File: config.mk
export PLATFORM = sky130hd
export DESIGN_NAME = drive_steer_command_shaper_core_flat
export DESIGN_NICKNAME = d
export VERILOG_FILES = /design/src/dscs_pkg.sv /design/src/dscs_cmd_if.sv /design/src/dscs_res_if.sv /design/src/drive_steer_command_shaper_core.sv /design/src/flat_wrapper.sv
export SDC_FILE = /design/constraint.sdc
export NUM_CORES = 2
export LEC_CHECK = 0
export ABC_AREA = 1
export BUFFER_PORTS_ARGS = -buffer_cell sky130_fd_sc_hd__buf_2
export CAP_MARGIN = 10
export CORE_UTILIZATION = 30
export CTS_CLUSTER_SIZE = 24
export DETAILED_ROUTE_END_ITERATION = 8
export SLEW_MARGIN = 30
export SYNTH_ARGS = -nofsm -noshare
export SYNTH_HDL_FRONTEND = slang
export SYNTH_SLANG_ARGS = --single-unit
File: constraint.sdc
create_clock -name i_clk -period 8.3 [get_ports i_clk]
set_input_delay 1.66 -clock i_clk [delete_from_list [all_inputs] [get_ports i_clk]]
set_output_delay 1.66 -clock i_clk [all_outputs]
set_load 0.005 [all_outputs]
File: src/dscs_pkg.sv
// ----------------------------------------------------------------------------
// Drive and steering command shaper package
// Shared widths, register indexes, sequencer states and the CORDIC angle table.
// ----------------------------------------------------------------------------
`default_nettype none

package dscs_pkg;

    localparam int CFG_IDX_W  = 3;
    localparam int CFG_DATA_W = 13;

    localparam int XW  = 42;
    localparam int ZW  = 26;
    localparam int MAW = 40;
    localparam int MBW = 13;

    localparam logic signed [ZW-1:0] DEG90 = 26'sd5898240;

    typedef enum logic [CFG_IDX_W-1:0] {
        CFG_DRIVE_FRONT = 3'd0,
        CFG_DRIVE_REAR  = 3'd1,
        CFG_TORQUE_LIM  = 3'd2,
        CFG_SLEW_RATE   = 3'd3,
        CFG_MAX_STEER   = 3'd4,
        CFG_WHEELBASE   = 3'd5,
        CFG_TRACK_WIDTH = 3'd6
    } t_cfg_idx;

    typedef enum logic [4:0] {
        S_IDLE,
        S_MSTEP,
        S_SLEW,
        S_MTORQ,
        S_TORQ,
        S_MANG,
        S_ANG,
        S_ROT,
        S_ROTF,
        S_MWS,
        S_MWSF,
        S_MTC,
        S_MTCF,
        S_MTS,
        S_VSET,
        S_VEC,
        S_VFIN,
        S_OUT
    } t_state;

    function automatic logic signed [ZW-1:0] atan_lut(input logic [3:0] i);
        logic signed [ZW-1:0] v;
        unique case (i)
            4'd0:  v = 26'sd2949120;
            4'd1:  v = 26'sd1740967;
            4'd2:  v = 26'sd919879;
            4'd3:  v = 26'sd466945;
            4'd4:  v = 26'sd234379;
            4'd5:  v = 26'sd117304;
            4'd6:  v = 26'sd58666;
            4'd7:  v = 26'sd29335;
            4'd8:  v = 26'sd14668;
            4'd9:  v = 26'sd7334;
            4'd10: v = 26'sd3667;
            4'd11: v = 26'sd1833;
            4'd12: v = 26'sd917;
            4'd13: v = 26'sd458;
            4'd14: v = 26'sd229;
            4'd15: v = 26'sd115;
        endcase
        return v;
    endfunction

endpackage

`default_nettype wire

File: src/dscs_cmd_if.sv
// ----------------------------------------------------------------------------
// Command channel
// Carries one driver command word per handshake.
// ----------------------------------------------------------------------------
`default_nettype none

interface dscs_cmd_if;
    logic               valid;
    logic               ready;
    logic [15:0]        time_step;
    logic signed [15:0] target_throttle;
    logic signed [15:0] target_steering;
    logic [14:0]        handbrake_level;

    modport source (
        output valid, time_step, target_throttle, target_steering, handbrake_level,
        input  ready
    );
    modport sink (
        input  valid, time_step, target_throttle, target_steering, handbrake_level,
        output ready
    );
endinterface

`default_nettype wire

File: src/dscs_res_if.sv
// ----------------------------------------------------------------------------
// Result channel
// Carries one torque and wheel angle word per handshake.
// ----------------------------------------------------------------------------
`default_nettype none

interface dscs_res_if;
    logic               valid;
    logic               ready;
    logic signed [16:0] front_torque;
    logic signed [16:0] rear_torque;
    logic               rear_locked;
    logic signed [15:0] left_steer_angle;
    logic signed [15:0] right_steer_angle;

    modport source (
        output valid, front_torque, rear_torque, rear_locked, left_steer_angle,
               right_steer_angle,
        input  ready
    );
    modport sink (
        input  valid, front_torque, rear_torque, rear_locked, left_steer_angle,
               right_steer_angle,
        output ready
    );
endinterface

`default_nettype wire

File: src/drive_steer_command_shaper_core.sv
// ----------------------------------------------------------------------------
// Drive and steering command shaper
// Slews throttle and steering, splits drive torque and computes Ackermann angles.
// ----------------------------------------------------------------------------
// A command word enters on i_cmd; one result word leaves on o_res for each.
// Configuration is written through i_cfg_wr_en, i_cfg_idx and i_cfg_data;
// the user must write it only while the block is idle, as the block itself
// does not enforce this. Indexes beyond the register list are ignored.
// One word is processed at a time. All products go through one shift-add
// multiplier that handles one multiplier bit per cycle, and the wheel angle
// uses one shared CORDIC stage for 16 rotation and 16 vectoring iterations.
// A word with a zero inner wheel angle or track width skips the CORDIC and
// the later products; the next word is taken once its result is registered.
// The result sits in an output register, so a new command is taken as soon
// as the sequencer is idle even if the receiver stalls; a second result
// waits in the sequencer until the first one is taken.
// Reset restores the register defaults, zeroes throttle and steering and
// drops any pending result.
// ----------------------------------------------------------------------------
`default_nettype none

module drive_steer_command_shaper_core (
    input  wire logic                           i_clk,
    input  wire logic                           i_rst_n,
    input  wire logic                           i_cfg_wr_en,
    input  wire logic [dscs_pkg::CFG_IDX_W-1:0] i_cfg_idx,
    input  wire logic [dscs_pkg::CFG_DATA_W-1:0] i_cfg_data,
    dscs_cmd_if.sink                            i_cmd,
    dscs_res_if.source                          o_res
);
    import dscs_pkg::*;

    t_state r_state, n_state;

    logic        r_drive_front, r_drive_rear;
    logic [11:0] r_torque_lim;
    logic [7:0]  r_slew_rate;
    logic [6:0]  r_max_steer;
    logic [12:0] r_wheelbase, r_track;

    logic signed [15:0] r_thr, n_thr, r_str, n_str;
    logic               r_ov, n_ov;

    logic signed [15:0] r_tt, n_tt, r_tsr, n_tsr;
    logic               r_lock, n_lock;
    logic [MAW-1:0]     r_ma, n_ma, r_acc, n_acc;
    logic [MBW-1:0]     r_mb, n_mb;
    logic [3:0]         r_cnt, n_cnt;
    logic signed [16:0] r_ft, n_ft, r_rt, n_rt;
    logic [14:0]        r_a, n_a, r_b, n_b;
    logic               r_hi, n_hi;
    logic signed [XW-1:0] r_x, n_x, r_y, n_y, r_px, n_px;
    logic signed [ZW-1:0] r_z, n_z;
    logic [3:0]         r_i, n_i;
    logic signed [ZW-1:0] r_c, n_c;
    logic [24:0]        r_s, n_s;

    logic signed [16:0] r_o_ft, n_o_ft, r_o_rt, n_o_rt;
    logic               r_o_lock, n_o_lock;
    logic signed [15:0] r_o_left, n_o_left, r_o_right, n_o_right;

    logic [MAW-1:0]       w_madd;
    logic                 w_mdone;
    logic signed [XW-1:0] w_xs, w_ys, w_cx, w_cy;
    logic signed [ZW-1:0] w_at, w_cz;
    logic                 w_ccw;
    logic [15:0]          w_str_mag;
    logic [28:0]          w_tsum;
    logic [16:0]          w_q;
    logic [22:0]          w_asum;
    logic [14:0]          w_a;
    logic [22:0]          w_zin;
    logic signed [XW-1:0] w_c_full, w_s_full;
    logic signed [XW-1:0] w_prod;
    logic signed [ZW-1:0] w_zr;
    logic                 w_pos;

    function automatic logic signed [15:0] slew(input logic signed [15:0] now,
                                                input logic signed [15:0] tgt,
                                                input logic [22:0] step);
        logic signed [24:0] d;
        logic signed [24:0] s;
        logic signed [24:0] r;
        d = 25'(tgt) - 25'(now);
        s = signed'({2'b00, step});
        if (d > s) begin
            d = s;
        end else if (d < -s) begin
            d = -s;
        end
        r = 25'(now) + d;
        return r[15:0];
    endfunction

    assign i_cmd.ready             = (r_state == S_IDLE);
    assign o_res.valid             = r_ov;
    assign o_res.front_torque      = r_o_ft;
    assign o_res.rear_torque       = r_o_rt;
    assign o_res.rear_locked       = r_o_lock;
    assign o_res.left_steer_angle  = r_o_left;
    assign o_res.right_steer_angle = r_o_right;

    assign w_madd  = r_mb[0] ? (r_acc + r_ma) : r_acc;
    assign w_mdone = (r_cnt == 4'd0);

    assign w_xs  = r_x >>> r_i;
    assign w_ys  = r_y >>> r_i;
    assign w_at  = atan_lut(r_i);
    assign w_ccw = (r_state == S_ROT) ? ~r_z[ZW-1] : r_y[XW-1];
    assign w_cx  = w_ccw ? (r_x - w_ys) : (r_x + w_ys);
    assign w_cy  = w_ccw ? (r_y + w_xs) : (r_y - w_xs);
    assign w_cz  = w_ccw ? (r_z - w_at) : (r_z + w_at);

    assign w_str_mag = r_str[15] ? (~r_str + 16'd1) : r_str;

    assign w_tsum = (r_drive_front && r_drive_rear) ? ({1'b0, r_acc[27:0]} + 29'd2048)
                                                    : ({1'b0, r_acc[27:0]} + 29'd1024);
    assign w_q    = (r_drive_front && r_drive_rear) ? w_tsum[28:12] : w_tsum[27:11];

    assign w_asum = r_acc[22:0] + 23'd64;
    assign w_a    = w_asum[21:7];
    assign w_zin  = {w_a, 8'd0};

    assign w_c_full = r_hi ? -r_y : r_x;
    assign w_s_full = r_hi ? r_x : r_y;
    assign w_prod   = signed'({2'b00, r_acc});

    assign w_zr  = (r_z + 26'sd128) >>> 8;
    assign w_pos = ~r_str[15] && (r_str != 16'sd0);

    always_comb begin
        n_state   = r_state;
        n_thr     = r_thr;
        n_str     = r_str;
        n_ov      = r_ov;
        n_tt      = r_tt;
        n_tsr     = r_tsr;
        n_lock    = r_lock;
        n_ma      = r_ma;
        n_mb      = r_mb;
        n_acc     = r_acc;
        n_cnt     = r_cnt;
        n_ft      = r_ft;
        n_rt      = r_rt;
        n_a       = r_a;
        n_b       = r_b;
        n_hi      = r_hi;
        n_x       = r_x;
        n_y       = r_y;
        n_px      = r_px;
        n_z       = r_z;
        n_i       = r_i;
        n_c       = r_c;
        n_s       = r_s;
        n_o_ft    = r_o_ft;
        n_o_rt    = r_o_rt;
        n_o_lock  = r_o_lock;
        n_o_left  = r_o_left;
        n_o_right = r_o_right;

        if (r_ov && o_res.ready) begin
            n_ov = 1'b0;
        end

        unique case (r_state)
            S_IDLE: begin
                if (i_cmd.valid) begin
                    n_tt    = i_cmd.target_throttle;
                    n_tsr   = i_cmd.target_steering;
                    n_lock  = (i_cmd.handbrake_level > 15'd16384);
                    n_ma    = MAW'(i_cmd.time_step);
                    n_mb    = MBW'(r_slew_rate);
                    n_acc   = '0;
                    n_cnt   = 4'd7;
                    n_state = S_MSTEP;
                end
            end
            S_MSTEP, S_MTORQ, S_MANG, S_MWS, S_MTC, S_MTS: begin
                n_acc = w_madd;
                n_ma  = r_ma << 1;
                n_mb  = r_mb >> 1;
                n_cnt = r_cnt - 4'd1;
                if (w_mdone) begin
                    unique case (r_state)
                        S_MSTEP: n_state = S_SLEW;
                        S_MTORQ: n_state = S_TORQ;
                        S_MANG:  n_state = S_ANG;
                        S_MWS:   n_state = S_MWSF;
                        S_MTC:   n_state = S_MTCF;
                        default: n_state = S_VSET;
                    endcase
                end
            end
            S_SLEW: begin
                n_thr   = slew(r_thr, r_tt, r_acc[23:1]);
                n_str   = slew(r_str, r_tsr, r_acc[23:1]);
                n_ma    = {{(MAW-16){1'b0}}, (n_thr[15] ? (~n_thr + 16'd1) : n_thr)};
                n_mb    = MBW'(r_torque_lim);
                n_acc   = '0;
                n_cnt   = 4'd11;
                n_state = S_MTORQ;
            end
            S_TORQ: begin
                n_ft    = r_drive_front ? (r_thr[15] ? -signed'(w_q) : signed'(w_q)) : 17'sd0;
                n_rt    = r_drive_rear ? (r_thr[15] ? -signed'(w_q) : signed'(w_q)) : 17'sd0;
                n_ma    = MAW'(w_str_mag);
                n_mb    = MBW'(r_max_steer);
                n_acc   = '0;
                n_cnt   = 4'd6;
                n_state = S_MANG;
            end
            S_ANG: begin
                n_a  = w_a;
                n_x  = XW'(64'sd16777216);
                n_y  = '0;
                n_i  = 4'd0;
                n_hi = (signed'({3'b000, w_zin}) > DEG90);
                n_z  = n_hi ? (signed'({3'b000, w_zin}) - DEG90) : signed'({3'b000, w_zin});
                if ((w_a == 15'd0) || (r_track == 13'd0)) begin
                    n_b     = 15'd0;
                    n_state = S_OUT;
                end else begin
                    n_state = S_ROT;
                end
            end
            S_ROT, S_VEC: begin
                n_x = w_cx;
                n_y = w_cy;
                n_z = w_cz;
                n_i = r_i + 4'd1;
                if (r_i == 4'd15) begin
                    n_state = (r_state == S_ROT) ? S_ROTF : S_VFIN;
                end
            end
            S_ROTF: begin
                n_c     = w_c_full[ZW-1:0];
                n_s     = w_s_full[XW-1] ? 25'd0 : w_s_full[24:0];
                n_ma    = MAW'(n_s);
                n_mb    = r_wheelbase;
                n_acc   = '0;
                n_cnt   = 4'd12;
                n_state = S_MWS;
            end
            S_MWSF: begin
                n_px    = w_prod;
                n_ma    = MAW'(r_c[ZW-1] ? -r_c : r_c);
                n_mb    = r_track;
                n_acc   = '0;
                n_cnt   = 4'd12;
                n_state = S_MTC;
            end
            S_MTCF: begin
                n_px    = r_c[ZW-1] ? (r_px - w_prod) : (r_px + w_prod);
                n_ma    = MAW'(r_s);
                n_mb    = r_track;
                n_acc   = '0;
                n_cnt   = 4'd12;
                n_state = S_MTS;
            end
            S_VSET: begin
                n_i = 4'd0;
                if (r_px[XW-1]) begin
                    n_x = w_prod;
                    n_y = -r_px;
                    n_z = DEG90;
                end else begin
                    n_x = r_px;
                    n_y = w_prod;
                    n_z = '0;
                end
                n_state = S_VEC;
            end
            S_VFIN: begin
                if (w_zr[ZW-1]) begin
                    n_b = 15'd0;
                end else if (w_zr > 26'sd32767) begin
                    n_b = 15'd32767;
                end else begin
                    n_b = w_zr[14:0];
                end
                n_state = S_OUT;
            end
            S_OUT: begin
                if (!r_ov || o_res.ready) begin
                    n_ov      = 1'b1;
                    n_o_ft    = r_ft;
                    n_o_rt    = r_rt;
                    n_o_lock  = r_lock;
                    n_o_left  = w_pos ? signed'({1'b0, r_a}) : -signed'({1'b0, r_a});
                    n_o_right = w_pos ? signed'({1'b0, r_b}) : -signed'({1'b0, r_b});
                    n_state   = S_IDLE;
                end
            end
            default: n_state = S_IDLE;
        endcase
    end

    always_ff @(posedge i_clk) begin
        if (!i_rst_n) begin
            r_state       <= S_IDLE;
            r_thr         <= '0;
            r_str         <= '0;
            r_ov          <= 1'b0;
            r_drive_front <= 1'b1;
            r_drive_rear  <= 1'b1;
            r_torque_lim  <= 12'd1200;
            r_slew_rate   <= 8'd4;
            r_max_steer   <= 7'd30;
            r_wheelbase   <= 13'd2440;
            r_track       <= 13'd1840;
        end else begin
            r_state <= n_state;
            r_thr   <= n_thr;
            r_str   <= n_str;
            r_ov    <= n_ov;
            if (i_cfg_wr_en) begin
                unique case (t_cfg_idx'(i_cfg_idx))
                    CFG_DRIVE_FRONT: r_drive_front <= i_cfg_data[0];
                    CFG_DRIVE_REAR:  r_drive_rear  <= i_cfg_data[0];
                    CFG_TORQUE_LIM:  r_torque_lim  <= i_cfg_data[11:0];
                    CFG_SLEW_RATE:   r_slew_rate   <= i_cfg_data[7:0];
                    CFG_MAX_STEER:   r_max_steer   <= i_cfg_data[6:0];
                    CFG_WHEELBASE:   r_wheelbase   <= i_cfg_data;
                    CFG_TRACK_WIDTH: r_track       <= i_cfg_data;
                    default: begin
                    end
                endcase
            end
        end
    end

    always_ff @(posedge i_clk) begin
        r_tt      <= n_tt;
        r_tsr     <= n_tsr;
        r_lock    <= n_lock;
        r_ma      <= n_ma;
        r_mb      <= n_mb;
        r_acc     <= n_acc;
        r_cnt     <= n_cnt;
        r_ft      <= n_ft;
        r_rt      <= n_rt;
        r_a       <= n_a;
        r_b       <= n_b;
        r_hi      <= n_hi;
        r_x       <= n_x;
        r_y       <= n_y;
        r_px      <= n_px;
        r_z       <= n_z;
        r_i       <= n_i;
        r_c       <= n_c;
        r_s       <= n_s;
        r_o_ft    <= n_o_ft;
        r_o_rt    <= n_o_rt;
        r_o_lock  <= n_o_lock;
        r_o_left  <= n_o_left;
        r_o_right <= n_o_right;
    end

endmodule

`default_nettype wire
File: src/flat_wrapper.sv
// flat-port wrapper written by rule: the top's interface ports become plain ports
module drive_steer_command_shaper_core_flat import dscs_pkg::*;
  (i_clk, i_rst_n, i_cfg_wr_en, i_cfg_idx, i_cfg_data, i_cmd_valid, i_cmd_time_step, i_cmd_target_throttle, i_cmd_target_steering, i_cmd_handbrake_level, i_cmd_ready, o_res_valid, o_res_front_torque, o_res_rear_torque, o_res_rear_locked, o_res_left_steer_angle, o_res_right_steer_angle, o_res_ready);
  dscs_cmd_if i_cmd_i ();
  dscs_res_if o_res_i ();
  input  wire logic i_clk;
  input  wire logic i_rst_n;
  input  wire logic i_cfg_wr_en;
  input  wire logic [dscs_pkg::CFG_IDX_W-1:0] i_cfg_idx;
  input  wire logic [dscs_pkg::CFG_DATA_W-1:0] i_cfg_data;
  input wire logic [$bits(i_cmd_i.valid)-1:0] i_cmd_valid;
  input wire logic [$bits(i_cmd_i.time_step)-1:0] i_cmd_time_step;
  input wire logic [$bits(i_cmd_i.target_throttle)-1:0] i_cmd_target_throttle;
  input wire logic [$bits(i_cmd_i.target_steering)-1:0] i_cmd_target_steering;
  input wire logic [$bits(i_cmd_i.handbrake_level)-1:0] i_cmd_handbrake_level;
  output wire logic [$bits(i_cmd_i.ready)-1:0] i_cmd_ready;
  output wire logic [$bits(o_res_i.valid)-1:0] o_res_valid;
  output wire logic [$bits(o_res_i.front_torque)-1:0] o_res_front_torque;
  output wire logic [$bits(o_res_i.rear_torque)-1:0] o_res_rear_torque;
  output wire logic [$bits(o_res_i.rear_locked)-1:0] o_res_rear_locked;
  output wire logic [$bits(o_res_i.left_steer_angle)-1:0] o_res_left_steer_angle;
  output wire logic [$bits(o_res_i.right_steer_angle)-1:0] o_res_right_steer_angle;
  input wire logic [$bits(o_res_i.ready)-1:0] o_res_ready;
  assign i_cmd_i.valid = i_cmd_valid;
  assign i_cmd_i.time_step = i_cmd_time_step;
  assign i_cmd_i.target_throttle = i_cmd_target_throttle;
  assign i_cmd_i.target_steering = i_cmd_target_steering;
  assign i_cmd_i.handbrake_level = i_cmd_handbrake_level;
  assign i_cmd_ready = i_cmd_i.ready;
  assign o_res_valid = o_res_i.valid;
  assign o_res_front_torque = o_res_i.front_torque;
  assign o_res_rear_torque = o_res_i.rear_torque;
  assign o_res_rear_locked = o_res_i.rear_locked;
  assign o_res_left_steer_angle = o_res_i.left_steer_angle;
  assign o_res_right_steer_angle = o_res_i.right_steer_angle;
  assign o_res_i.ready = o_res_ready;
  drive_steer_command_shaper_core u_core (.i_clk(i_clk), .i_rst_n(i_rst_n), .i_cfg_wr_en(i_cfg_wr_en), .i_cfg_idx(i_cfg_idx), .i_cfg_data(i_cfg_data), .i_cmd(i_cmd_i), .o_res(o_res_i));
endmodule
==> impl_metrics.csv <==
group,metric,value,unit
status,outcome,"finished, final reports clean",
pwr,power_switching_share,0.508,
floorplanning,fp.dieW,415,microns
clocking,holdBufCountCts,0,
clocking,htreeDepth,3,
route,first_pass_iters,6,
synth,synth-compound-area-share,0.195,
sta,slew_headroom,0.248,
route,drt_iter0_markers,5636,
pwr,leakage,25.1,nW
synth,syn-instance-count,7085,
finish,fill_cells,18000,
placement,gp_congestion,1.03,
synth,synth_flop_cell,"edfxtp_1",
sta,finalHoldViolations,0,
placement,place_ws,1060,ps
sta,fin_crit_sh,0.896,
pwr,pwr-share-seq,0.227,
synth,synth_top_family_by_area,"simple AND/OR/NAND/NOR gates",
min_path,min_path_type,"reg -> reg",
pwr,p_sw,9.87,mW
clocking,cts-resized-gates,0,
route,wirelength,197,mm
clocking,clock_latency,690,ps
finish,nets,7645,
worst_setup_path,critPathCapture,"u_core.r_ma[13]$_DFFE_PP_",
floorplanning,core.rowCount,151,
clocking,cts_tree,"yes",
finish,syn_to_final_growth,11.3,%
pwr,vdd_drop_max,0.223,mV
global_route,busiest_layer,"met2",
worst_setup_path,rrSetupSlack,870,ps
clocking,cts_setup_buffers,0,
synth,async_reset_ff_frac,0,
sta,skew,34.8,ps
sta,holdWs,418,ps
pwr,p_total,19.4,mW
synth,yosys.area.top_type,"edfxtp_1",
worst_setup_path,rr_startpoint,"u_core.r_thr[1]$_SDFFE_PN0P_",
placement,dp_hpwl,155,mm
sta,fin_crit,7430,ps
synth,syn-cell-area,51300,sq um
sta,setup_viol,0,
clocking,path_clk_slew,60,ps
worst_setup_path,crit_path_start_kind,"flip-flop",
pwr,combPwrFrac,0.605,
route,wl_per_cell,20.8,microns
synth,synth_common_cells,"nand2_1, inv_1, nor2_1, o21ai_0, a21oi_1",
floorplanning,die_h,415,microns
global_route,grt_remaining_overflow,0,
flow_run,drv_cap,0,
floorplanning,start_util,0.302,
worst_setup_path,worstPathArrival,7810,ps
global_route,grt_use_met2,0.345,
worst_setup_path,required,8680,ps
clocking,cts_root_buffer,"clkbuf_16",
global_route,antenna_found_initial,6,
sta,max_slew.worst_pin.slew,1120,ps
synth,muxShareOfSynthArea,0.0110,
route,avgViaCountPerCell,5.34,
placement,placedInstanceArea,54700,sq um
synth,synth_top_area_frac,0.275,
pwr,p_clk_frac,0.168,
worst_setup_path,endpoint_kind,"flip-flop",
global_route,grt_max_degree,98,
route,vias,50500,
worst_setup_path,slowest_delay,550,ps
worst_setup_path,worst_path_most_repeated_cell,"nand2_1",
finish,fin_area,57100,sq um
sta,setup_slack,867,ps
synth,synth_xor_area_frac,0.0689,
worst_setup_path,critPathKind,"reg -> reg",
global_route,grtUsageMet1,0.295,
synth,ys_top_cells_by_area,"edfxtp_1, nand2_1, ha_1",
clocking,clk_path_buf_depth,3,
route,ant_nets,0,
pwr,internal-power,9.55,mW
global_route,grt_usage,0.220,
worst_setup_path,rr_worst_depth,42,
global_route,grt_pass1_vias,46400,
global_route,grt.met3_usage,0.0364,
synth,ys_ff_latch,584,
synth,synth.distinct_cells,85,
synth,synthAdderAreaFrac,0.0938,
worst_setup_path,cp_slowest_cell,"o21ai_0",
sta,maxSlewViolCount,0,
sta,final.setup.tns,0,ps
worst_setup_path,reg2reg_to,"u_core.r_ma[13]$_DFFE_PP_",
synth,synth_edf_count,469,
worst_setup_path,crit_start,"u_core.r_thr[1]$_SDFFE_PN0P_",
clocking,cts_buffers,71,
placement,port_buffers,152,
sta,rsz0062_at_grt,"no",
worst_setup_path,worstPathMaxFanout,23,
synth,synth_nets,7548,
pwr,p_per_area,340,nW/um^2
sta,fmax,135,MHz
synth,synth.avg_cell_area,7.24,sq um
floorplanning,io_pins,153,
finish,drive_above_1_share,0.0712,
synth,ys_warn_count,0,
synth,ys_seq_area_frac,0.320,
synth,synthSimpleGateAreaFrac,0.226,
route,drc,0,
clocking,clock_sinks,584,
floorplanning,core,169000,sq um
floorplanning,dieArea,173000,sq um
global_route,grt_pass1_wl,291,mm
synth,synth.most_common_cell,"nand2_1",
[metal layers]
layer | share of wire | routed length, microns
met5 | 0.00029 | 57
met2 | 0.44 | 86700
met1 | 0.43 | 85400
met3 | 0.076 | 14900
met4 | 0.050 | 9790
[registers in the layout, indices dropped and copies added (netlist names), 17 cells and up]
name,flops
u_core.o_res.front_torque,17
u_core.o_res.rear_torque,17
u_core.r_acc,40
u_core.r_c,26
u_core.r_ft,17
u_core.r_ma,40
u_core.r_px,42
u_core.r_rt,17
u_core.r_s,25
u_core.r_x,42
u_core.r_y,42
u_core.r_z,26
u_core.w_at,22
[worst min-delay path by stage]
stage,startpoint,to,slack (ps),cells past startpoint
finish,u_core.r_ft[5]$_SDFFCE_PN0P_,u_core.o_res.front_torque[5]$_DFFE_PP_,420,0
global placement,u_core.r_ft[5]$_SDFFCE_PN0P_,u_core.o_res.front_torque[5]$_DFFE_PP_,400,0
floorplan,u_core.r_ft[0]$_SDFFCE_PN0P_,u_core.o_res.front_torque[0]$_DFFE_PP_,400,0
detailed placement,u_core.r_ft[5]$_SDFFCE_PN0P_,u_core.o_res.front_torque[5]$_DFFE_PP_,400,0
global route,u_core.r_rt[8]$_SDFFCE_PN0P_,u_core.o_res.rear_torque[8]$_DFFE_PP_,420,0
CTS,u_core.r_ft[5]$_SDFFCE_PN0P_,u_core.o_res.front_torque[5]$_DFFE_PP_,420,0
[worst max-delay path, delay by kind of cell (launching register included)]
| family | cells | cell delay, ps |
|---|---|---|
| simple gates | 25 | 2250 |
| fa+ha+maj | 3 | 860 |
| xor+xnor | 2 | 880 |
| compound gates | 8 | 2050 |
| flops | 1 | 430 |
| buf+inv | 4 | 620 |
[power by group through the flow]
stage | logic (mW) | registers [mW] | clock network [mW]
2_1_floorplan | 8.08 | 4.18 | 0
3_3_place_gp | 11.4 | 4.45 | 0
3_5_place_dp | 11.5 | 4.44 | 0
4_1_cts | 11.5 | 4.39 | 3.34
5_1_grt | 13.0 | 4.43 | 3.44
6_report | 11.7 | 4.41 | 3.27
[final cells by class]
type                       count  area, sq um  share of cell area
timing repair buffer         256         1570              0.0276
clock inverter                41          499             0.00875
tap                         2218         2780              0.0486
antenna                        2         5.00           0.0000877
inverter                     889         3340              0.0585
clock buffer                  86         1840              0.0323
sequential                   584        16400               0.287
multi-input combinational   5380        30600               0.537
[cell families after synthesis]
group / after synthesis
mux: 56
fa+ha+maj: 379
flops: 584
xor+xnor: 403
compound gates: 1798
buf+inv: 1121
simple gates: 2744
[per-stage QoR]
stage,instances,utilization
after detailed placement,9327,0.323
after global routing,9454,0.337
after global placement,9326,0.322
after CTS,9454,0.336
final,9456,0.337
after floorplan,7085,-
[layout by cell type, fill, tap and decap left out, types with 71 or more instances in the layout]
master     instances
o21ai_1          142
nand2_1         1398
o211ai_1          76
nand3_1          286
nor3_1           112
dfxtp_1          115
ha_1             370
buf_2            152
xor2_1           302
a21oi_1          605
o21ai_0          667
xnor2_1          101
edfxtp_1         469
nand4_1           76
nor2_1           682
inv_1            846
clkbuf_16         71
buf_4            102
Note: power is estimated with default switching activity, not from simulation.
